## src/sv/iirtdf2_pkg.sv

```systemverilog
// shared types and constants for the transposed direct form two iir core
// no dependencies
package iirtdf2_pkg;

  localparam int ORDER_DEF     = 4;
  localparam int COEF_FRAC_DEF = 24;

  localparam int CMD_W     = 2;
  localparam int TAP_IDX_W = 5;
  localparam int COEF_W    = 32;
  localparam int SAMPLE_W  = 16;
  localparam int DELAY_W   = 48;
  localparam int PROD_W    = COEF_W + SAMPLE_W;
  localparam int SUM_W     = DELAY_W + 2;

  typedef enum logic [CMD_W-1:0] {
    CMD_SAMPLE = 2'd0,
    CMD_LOAD_B = 2'd1,
    CMD_LOAD_A = 2'd2,
    CMD_CLEAR  = 2'd3
  } cmd_t;

  typedef struct packed {
    logic start;
    logic mul_en;
    logic y_en;
    logic tap_en;
  } mac_ctrl_t;

endpackage

```

## src/sv/iirtdf2_coef_mem.sv

```systemverilog
// coefficient memory: numerator and denominator taps share one word per tap
// depends on iirtdf2_pkg
module iirtdf2_coef_mem #(
  parameter int TAPS = 2 * iirtdf2_pkg::ORDER_DEF + 1
) (
  input  logic                                   clk,
  input  logic                                   rst,
  input  logic                                   wr_b,
  input  logic                                   wr_a,
  input  logic [$clog2(TAPS)-1:0]                wr_addr,
  input  logic signed [iirtdf2_pkg::COEF_W-1:0]  wr_data,
  input  logic                                   rd_en,
  input  logic [$clog2(TAPS)-1:0]                rd_addr,
  output logic signed [iirtdf2_pkg::COEF_W-1:0]  rd_b,
  output logic signed [iirtdf2_pkg::COEF_W-1:0]  rd_a
);

  localparam int W = iirtdf2_pkg::COEF_W;

  logic [2*W-1:0] mem [TAPS];
  logic [TAPS-1:0] vb;
  logic [TAPS-1:0] va;
  logic [2*W-1:0] rd_q;
  logic            vb_q;
  logic            va_q;

  always_ff @(posedge clk) begin
    if (wr_b) mem[wr_addr][2*W-1:W] <= wr_data;
    if (wr_a) mem[wr_addr][W-1:0] <= wr_data;
    if (rd_en) begin
      rd_q <= mem[rd_addr];
      vb_q <= vb[rd_addr];
      va_q <= va[rd_addr];
    end
  end

  always_ff @(posedge clk) begin
    if (rst) begin
      vb <= '0;
      va <= '0;
    end else begin
      if (wr_b) vb[wr_addr] <= 1'b1;
      if (wr_a) va[wr_addr] <= 1'b1;
    end
  end

  assign rd_b = vb_q ? $signed(rd_q[2*W-1:W]) : '0;
  assign rd_a = va_q ? $signed(rd_q[W-1:0]) : '0;

endmodule

```

## src/sv/iirtdf2_delay_mem.sv

```systemverilog
// delay line memory with per-entry valid bits for reset and clear
// depends on iirtdf2_pkg
module iirtdf2_delay_mem #(
  parameter int TAPS = 2 * iirtdf2_pkg::ORDER_DEF + 1
) (
  input  logic                                    clk,
  input  logic                                    rst,
  input  logic                                    clr,
  input  logic                                    wr_en,
  input  logic [$clog2(TAPS)-1:0]                 wr_addr,
  input  logic signed [iirtdf2_pkg::DELAY_W-1:0]  wr_data,
  input  logic                                    rd_en,
  input  logic [$clog2(TAPS)-1:0]                 rd_addr,
  output logic signed [iirtdf2_pkg::DELAY_W-1:0]  rd_data
);

  logic [iirtdf2_pkg::DELAY_W-1:0] mem [TAPS];
  logic [TAPS-1:0]                 vld;
  logic [iirtdf2_pkg::DELAY_W-1:0] rd_q;
  logic                            vld_q;

  always_ff @(posedge clk) begin
    if (wr_en) mem[wr_addr] <= wr_data;
    if (rd_en) begin
      rd_q  <= mem[rd_addr];
      vld_q <= vld[rd_addr];
    end
  end

  always_ff @(posedge clk) begin
    if (rst || clr) begin
      vld <= '0;
    end else if (wr_en) begin
      vld[wr_addr] <= 1'b1;
    end
  end

  assign rd_data = vld_q ? $signed(rd_q) : '0;

endmodule

```

## src/sv/iirtdf2_mac.sv

```systemverilog
// multiply-accumulate datapath: products, output rounding and delay update
// depends on iirtdf2_pkg
module iirtdf2_mac #(
  parameter int COEF_FRAC = iirtdf2_pkg::COEF_FRAC_DEF
) (
  input  logic                                     clk,
  input  logic                                     rst,
  input  iirtdf2_pkg::mac_ctrl_t                   ctrl,
  input  logic signed [iirtdf2_pkg::SAMPLE_W-1:0]  sample,
  input  logic signed [iirtdf2_pkg::COEF_W-1:0]    coef_b,
  input  logic signed [iirtdf2_pkg::COEF_W-1:0]    coef_a,
  input  logic signed [iirtdf2_pkg::DELAY_W-1:0]   z,
  output logic signed [iirtdf2_pkg::SAMPLE_W-1:0]  y,
  output logic                                     sat,
  output logic signed [iirtdf2_pkg::DELAY_W-1:0]   z_new
);

  localparam int SW = iirtdf2_pkg::SUM_W;
  localparam int DW = iirtdf2_pkg::DELAY_W;
  localparam int XW = iirtdf2_pkg::SAMPLE_W;
  localparam logic signed [SW-1:0] HALF = {{(SW-1){1'b0}}, 1'b1} << (COEF_FRAC - 1);

  logic signed [XW-1:0]                   x_q;
  logic signed [iirtdf2_pkg::PROD_W-1:0]  prod_b;
  logic signed [iirtdf2_pkg::PROD_W-1:0]  prod_a;
  logic signed [DW-1:0]                   z_q;
  logic signed [SW-1:0]                   acc_y;
  logic signed [SW-1:0]                   y_wide;
  logic signed [SW-1:0]                   v;
  logic                                   y_fits;
  logic                                   v_fits;
  logic signed [XW-1:0]                   y_sat;

  always_ff @(posedge clk) begin
    if (ctrl.start) x_q <= sample;
    if (ctrl.mul_en) begin
      prod_b <= coef_b * x_q;
      prod_a <= coef_a * y;
      z_q    <= z;
    end
    if (ctrl.y_en) y <= y_sat;
  end

  // output: round half up, floor shift, clamp to sample range
  assign acc_y  = SW'(prod_b) + SW'(z_q) + HALF;
  assign y_wide = acc_y >>> COEF_FRAC;
  assign y_fits = (&y_wide[SW-1:XW-1]) | ~(|y_wide[SW-1:XW-1]);
  assign y_sat  = y_fits ? y_wide[XW-1:0]
                : (y_wide[SW-1] ? {1'b1, {(XW-1){1'b0}}} : {1'b0, {(XW-1){1'b1}}});

  // delay update, clamped to delay width
  assign v      = SW'(prod_b) + SW'(z_q) - SW'(prod_a);
  assign v_fits = (&v[SW-1:DW-1]) | ~(|v[SW-1:DW-1]);
  assign z_new  = v_fits ? v[DW-1:0]
                : (v[SW-1] ? {1'b1, {(DW-1){1'b0}}} : {1'b0, {(DW-1){1'b1}}});

  always_ff @(posedge clk) begin
    if (rst || ctrl.start) begin
      sat <= 1'b0;
    end else if (ctrl.y_en) begin
      sat <= sat | ~y_fits;
    end else if (ctrl.tap_en) begin
      sat <= sat | ~v_fits;
    end
  end

endmodule

```

## src/sv/iir_transposed_direct_form_two_core.sv

```systemverilog
// Transposed direct form two IIR filter core, top level with tap sequencer.
// Depends on iirtdf2_pkg, iirtdf2_coef_mem, iirtdf2_delay_mem, iirtdf2_mac.
//
// Input channel (in_valid / in_stall) carries one command word: sample,
// load numerator tap, load denominator tap, or clear the delay line.
// Loads and clear complete at the accepting edge; the next word is taken
// in the following cycle. A load whose tap_index is past 2*ORDER is dropped.
// A sample walks all 2*ORDER+1 taps through one read-multiply-accumulate
// pipeline around the coefficient and delay memories (one tap per cycle,
// one bubble after tap zero while the output feeds back). in_stall stays
// high from acceptance until the result moves into the output register,
// so a new sample is not taken before the previous one is through.
// Output channel (out_valid / out_stall) is a register: a held result does
// not block the next command, but a finished sample waits in the core
// until the register empties.
// Reset clears all taps and the delay line to zero and empties the output.
// The clear command zeroes the delay line and keeps the coefficients.
module iir_transposed_direct_form_two_core #(
  parameter int ORDER     = iirtdf2_pkg::ORDER_DEF,
  parameter int COEF_FRAC = iirtdf2_pkg::COEF_FRAC_DEF
) (
  input  logic                                        clk,
  input  logic                                        rst,
  input  logic                                        in_valid,
  output logic                                        in_stall,
  input  logic [iirtdf2_pkg::CMD_W-1:0]               command,
  input  logic [iirtdf2_pkg::TAP_IDX_W-1:0]           tap_index,
  input  logic signed [iirtdf2_pkg::COEF_W-1:0]       coefficient,
  input  logic signed [iirtdf2_pkg::SAMPLE_W-1:0]     sample,
  output logic                                        out_valid,
  input  logic                                        out_stall,
  output logic signed [iirtdf2_pkg::SAMPLE_W-1:0]     filtered_sample,
  output logic                                        saturated
);

  localparam int TAPS   = 2 * ORDER + 1;
  localparam int ADDR_W = $clog2(TAPS);
  localparam int STEP_W = $clog2(TAPS + 2);

  typedef enum logic [1:0] {S_IDLE, S_RUN, S_DONE} state_t;

  state_t                                   state;
  logic [STEP_W-1:0]                        step;
  logic                                     m_go;
  logic [ADDR_W-1:0]                        m_idx;
  logic                                     a_go;
  logic [ADDR_W-1:0]                        a_idx;
  iirtdf2_pkg::cmd_t                        cmd;
  logic                                     accept;
  logic                                     tap_ok;
  logic                                     start;
  logic                                     wr_b;
  logic                                     wr_a;
  logic                                     clr;
  logic                                     iss_go;
  logic [ADDR_W-1:0]                        iss_idx;
  iirtdf2_pkg::mac_ctrl_t                   ctrl;
  logic signed [iirtdf2_pkg::COEF_W-1:0]    coef_b;
  logic signed [iirtdf2_pkg::COEF_W-1:0]    coef_a;
  logic signed [iirtdf2_pkg::DELAY_W-1:0]   z_rd;
  logic signed [iirtdf2_pkg::DELAY_W-1:0]   z_new;
  logic signed [iirtdf2_pkg::SAMPLE_W-1:0]  y;
  logic                                     sat;

  assign in_stall = rst || (state != S_IDLE);
  assign cmd      = iirtdf2_pkg::cmd_t'(command);
  assign accept   = in_valid && !in_stall;
  assign tap_ok   = tap_index < iirtdf2_pkg::TAP_IDX_W'(TAPS);
  assign start    = accept && (cmd == iirtdf2_pkg::CMD_SAMPLE);
  assign wr_b     = accept && (cmd == iirtdf2_pkg::CMD_LOAD_B) && tap_ok;
  assign wr_a     = accept && (cmd == iirtdf2_pkg::CMD_LOAD_A) && tap_ok;
  assign clr      = accept && (cmd == iirtdf2_pkg::CMD_CLEAR);

  // tap zero issues on acceptance, taps one and up after a bubble
  assign iss_go  = start || ((state == S_RUN) && (step >= STEP_W'(2))
                             && (step <= STEP_W'(TAPS)));
  assign iss_idx = start ? '0 : ADDR_W'(step - STEP_W'(1));

  assign ctrl.start  = start;
  assign ctrl.mul_en = m_go;
  assign ctrl.y_en   = a_go && (a_idx == '0);
  assign ctrl.tap_en = a_go && (a_idx != '0);

  iirtdf2_coef_mem #(.TAPS(TAPS)) u_coef_mem (
    .clk     (clk),
    .rst     (rst),
    .wr_b    (wr_b),
    .wr_a    (wr_a),
    .wr_addr (tap_index[ADDR_W-1:0]),
    .wr_data (coefficient),
    .rd_en   (iss_go),
    .rd_addr (iss_idx),
    .rd_b    (coef_b),
    .rd_a    (coef_a)
  );

  iirtdf2_delay_mem #(.TAPS(TAPS)) u_delay_mem (
    .clk     (clk),
    .rst     (rst),
    .clr     (clr),
    .wr_en   (ctrl.tap_en),
    .wr_addr (a_idx - ADDR_W'(1)),
    .wr_data (z_new),
    .rd_en   (iss_go),
    .rd_addr (iss_idx),
    .rd_data (z_rd)
  );

  iirtdf2_mac #(.COEF_FRAC(COEF_FRAC)) u_mac (
    .clk    (clk),
    .rst    (rst),
    .ctrl   (ctrl),
    .sample (sample),
    .coef_b (coef_b),
    .coef_a (coef_a),
    .z      (z_rd),
    .y      (y),
    .sat    (sat),
    .z_new  (z_new)
  );

  always_ff @(posedge clk) begin
    if (rst) begin
      state     <= S_IDLE;
      step      <= '0;
      m_go      <= 1'b0;
      a_go      <= 1'b0;
      out_valid <= 1'b0;
    end else begin
      m_go  <= iss_go;
      m_idx <= iss_idx;
      a_go  <= m_go;
      a_idx <= m_idx;
      if (out_valid && !out_stall && (state != S_DONE)) out_valid <= 1'b0;
      unique case (state)
        S_IDLE: begin
          if (start) begin
            state <= S_RUN;
            step  <= STEP_W'(1);
          end
        end
        S_RUN: begin
          if (step != STEP_W'(TAPS + 1)) step <= step + STEP_W'(1);
          if (a_go && (a_idx == ADDR_W'(TAPS - 1))) state <= S_DONE;
        end
        S_DONE: begin
          if (!out_valid || !out_stall) begin
            out_valid       <= 1'b1;
            filtered_sample <= y;
            saturated       <= sat;
            state           <= S_IDLE;
          end
        end
        default: state <= S_IDLE;
      endcase
    end
  end

endmodule

```

## config.mk

```make
export PLATFORM = sky130hd
export DESIGN_NAME = iir_transposed_direct_form_two_core
export DESIGN_NICKNAME = d
export VERILOG_FILES = /design/src/sv/iirtdf2_pkg.sv /design/src/sv/iirtdf2_coef_mem.sv /design/src/sv/iirtdf2_delay_mem.sv /design/src/sv/iirtdf2_mac.sv /design/src/sv/iir_transposed_direct_form_two_core.sv
export SDC_FILE = /design/constraint.sdc
export NUM_CORES = 2
export LEC_CHECK = 0
export ABC_AREA = 1
export CORE_MARGIN = 4
export CORE_UTILIZATION = 45
export DETAILED_ROUTE_END_ITERATION = 8
export DONT_BUFFER_PORTS = 1
export SYNTH_ARGS = -nofsm -noshare
export SYNTH_HDL_FRONTEND = slang
export SYNTH_SLANG_ARGS = --single-unit
```

## constraint.sdc

```tcl
create_clock -name clk -period 11.4 [get_ports clk]
set_input_delay 2.28 -clock clk [delete_from_list [all_inputs] [get_ports clk]]
set_output_delay 2.28 -clock clk [all_outputs]
set_load 0.005 [all_outputs]
```

==> impl_metrics.csv <==
group,metric,value,unit
synth,syn_area,94000,µm²
synth,syn_avg_cell_area,9.99,µm²
place,dp_slack,3.55,ns
cts,cts_tree,"built",
sta,fin_ws,3.28,ns
power,power.density,198,nW/µm²
routing,postRouteAntennaNets,0,
finish,drive_above_1_share,0.0479,
routing,routedWlPerCell,23.6,µm
worst_setup_path,slowest_delay,0.59,ns
place,port-buffer-count,0,
sta,setup_violations,0,
finish,nFillCells,19000,
place,gp_congestion,0.962,
cts,cts-root-buf,"clkbuf_16",
synth,yosysUniqueCellTypes,53,
worst_setup_path,r2r-start,"u_coef_mem.vb_q",
floorplan,num_rows,167,
worst_setup_path,crit_start,"u_coef_mem.vb_q",
sta,slew_viol_final,0,
synth,synth_edf_count,1324,
place,placed_cell_area,97200,µm²
worst_setup_path,cp_max_fo,32,
synth,async_reset_ff_frac,0,
sta,finalHoldViolations,0,
global_routing,grt_pass1_wl,432,mm
worst_setup_path,slowest_stage,"nand2_1",
global_routing,grt_pass1_vias,67200,
job,drv_cap,0,
worst_setup_path,ff2ff_path_depth,29,
worst_setup_path,setup.worst_path.end,"u_mac.prod_b[42]",
sta,tightestPinTransition,1.31,ns
sta,fin_setup_tns,0,ns
worst_setup_path,crit_arrival,8.60,ns
finish,layout_common_cells,"nand2_1 (2,135), inv_1 (1,780), edfxtp_1 (1,324)",
global_routing,grt_overflow,0,
min_path,hp-class,"reg2reg",
power,ir_drop,152,µV
global_routing,antenna_found_initial,14,
floorplan,start_util,0.453,
finish,final_common_cell,"nand2_1",
floorplan,die-area,216000,µm²
finish,utilization,0.492,
place,dpl.hpwl,207,mm
synth,synth_seq_area_share,0.431,
sta,rsz0062_at_grt,"false",
global_routing,grt_use_total,0.267,
cts,worstSkewPairLatency,0.82,ns
worst_setup_path,crit_path_end_kind,"register",
power,p_leak,43.7,nW
sta,skew,0.0797,ns
sta,fmax,123,MHz
routing,first_iter_violations,6690,
worst_setup_path,cp_common_cell,"nand2_1",
worst_setup_path,cp-start-kind,"register",
synth,yosysWarningCount,0,
synth,synth_nets,10800,
cts,cts_setup_buffers,0,
cts,cts_made_buffers,146,
worst_setup_path,required,11.88,ns
worst_setup_path,crit_cells,29,
worst_setup_path,crit_buf_inv,5,
finish,syn_to_final_growth,8.71,%
finish,stdcell_count,12200,
routing,vias_per_cell,5.45,
worst_setup_path,rrSetupSlack,3.28,ns
floorplan,ios,78,
sta,maxSlewHeadroom,0.117,
worst_setup_path,r2r_end,"u_mac.prod_b[42]",
synth,ys_ff_latch,1361,
worst_setup_path,critPathTopFamily,"adder cells",
cts,cts_hold_buf,0,
cts,ctsLongestPathBuffers,3,
cts,cts_resized,0,
floorplan,die_h,465,µm
sta,period_minus_slack,8.12,ns
place,place_inst,12000,
routing,firstDrtPassIters,6,
cts,cts_max_level,4,
run_status,status,"complete, no violations",
routing,drc_errors,0,
sta,finalCritPeriodShare,0.712,
finish,fin_nets,10700,
floorplan,fp.dieW,465,µm
global_routing,grt_max_degree,229,
floorplan,core,207000,µm²
synth,synth_top_flop_cell,"edfxtp_1",
routing,routed_wl,289,mm
synth,syn_inst,9408,
finish,final_cell_area,102000,µm²
worst_setup_path,worst-setup-path-type,"reg2reg",
routing,num_vias,66700,
cts,path_clk_slew,0.06,ns
cts,cts_sinks,1361,
where the power goes:
part	internal [mW]	total [mW]	switching [mW]
Clock	2.75	4.84	2.09
Combinational	2.59	8.72	6.13
Sequential	6.63	6.69	0.0587
Total	12.0	20.3	8.28
layout make-up:
cell class / instances / area (µm²) / share of cell area
clock inverters: 94 / 1140 / 0.0112
flip-flops and latches: 1361 / 40500 / 0.396
clock buffers: 175 / 3800 / 0.0372
multi-input cells: 5885 / 45600 / 0.446
repair buffers: 99 / 756 / 0.00740
inverters: 1835 / 6900 / 0.0675
well taps: 2788 / 3490 / 0.0341
diodes: 1 / 2.50 / 0.0000245
how the worst min path moves through the flow:
stage	from	to	slack (ns)	cells past startpoint
finish	m_idx[3]	a_idx[3]	0.42	0
global route	m_idx[3]	a_idx[3]	0.43	0
CTS	m_idx[3]	a_idx[3]	0.42	0
detailed placement	m_idx[3]	a_idx[3]	0.41	0
global placement	m_idx[3]	a_idx[3]	0.40	0
floorplan	m_idx[0]	a_idx[0]	0.40	0
worst reg2reg max path: cells and delay by family, from the launching register on:
| family | cells | cell delay, ns |
|---|---|---|
| adders and majority gates | 7 | 2.85 |
| and+or+nand+nor | 10 | 1.68 |
| AOI/OAI and AO/OA | 6 | 1.44 |
| buffers and inverters | 5 | 1.07 |
| xor gates and xnor gates | 1 | 0.42 |
| DFF | 1 | 0.32 |
kinds of logic after synthesis:
logic type      after synthesis  share of synthesized area
compound gates              833                     0.0614
xor+xnor                    186                     0.0173
fa+ha+maj                  1304                      0.251
buf+inv                    2162                     0.0868
flops                      1361                      0.431
simple gates               3562                      0.152
Yosys cell counts, drive strengths merged (54+ instances only):
library cell | instances | share of area
a21oi | 217 | 0.012
nor2 | 949 | 0.039
fa | 974 | 0.21
nand3 | 359 | 0.020
buf | 54 | 0.0026
o21ai | 140 | 0.0075
ha | 330 | 0.044
inv | 1794 | 0.072
xor2 | 114 | 0.011
nand2 | 2174 | 0.088
xnor2 | 72 | 0.0067
edfxtp | 1324 | 0.42
o221ai | 233 | 0.022
o2111ai | 112 | 0.010
clkbuf | 273 | 0.011
stage by stage:
stage          power, mW  hold WS [ns]
2_1_floorplan       12.4         0.400
3_3_place_gp        15.4         0.401
3_5_place_dp        15.4         0.406
4_1_cts             20.3         0.421
5_1_grt             21.5         0.425
6_report            20.3         0.420
metal layers:
| metal | vias to the layer above | track usage | wire length [µm] |
|---|---|---|---|
| met5 | - | 0 | 76 |
| met3 | 396 | 0.0503 | 25200 |
| li1 | 29900 | - | - |
| met2 | 2766 | 0.414 | 130000 |
| met4 | 12 | 0.0688 | 7450 |
| met1 | 33600 | 0.387 | 126000 |
registers in the layout, indices dropped and copies added, names as in the netlist, 2 cells and up:
name and count:
u_mac.z_q 48, filtered_sample 16, u_mac.prod_a 48, u_delay_mem.rd_q 48, u_coef_mem.rd_q 64, m_idx 4
state 2, step 4, u_mac.prod_b 48, u_delay_mem.vld 9, a_idx 4, u_mac.x_q 16
u_mac.y 16, u_coef_mem.va 9, u_delay_mem.mem 432, u_coef_mem.vb 9, u_coef_mem.mem 576
Power figures use the tool's default switching activity.
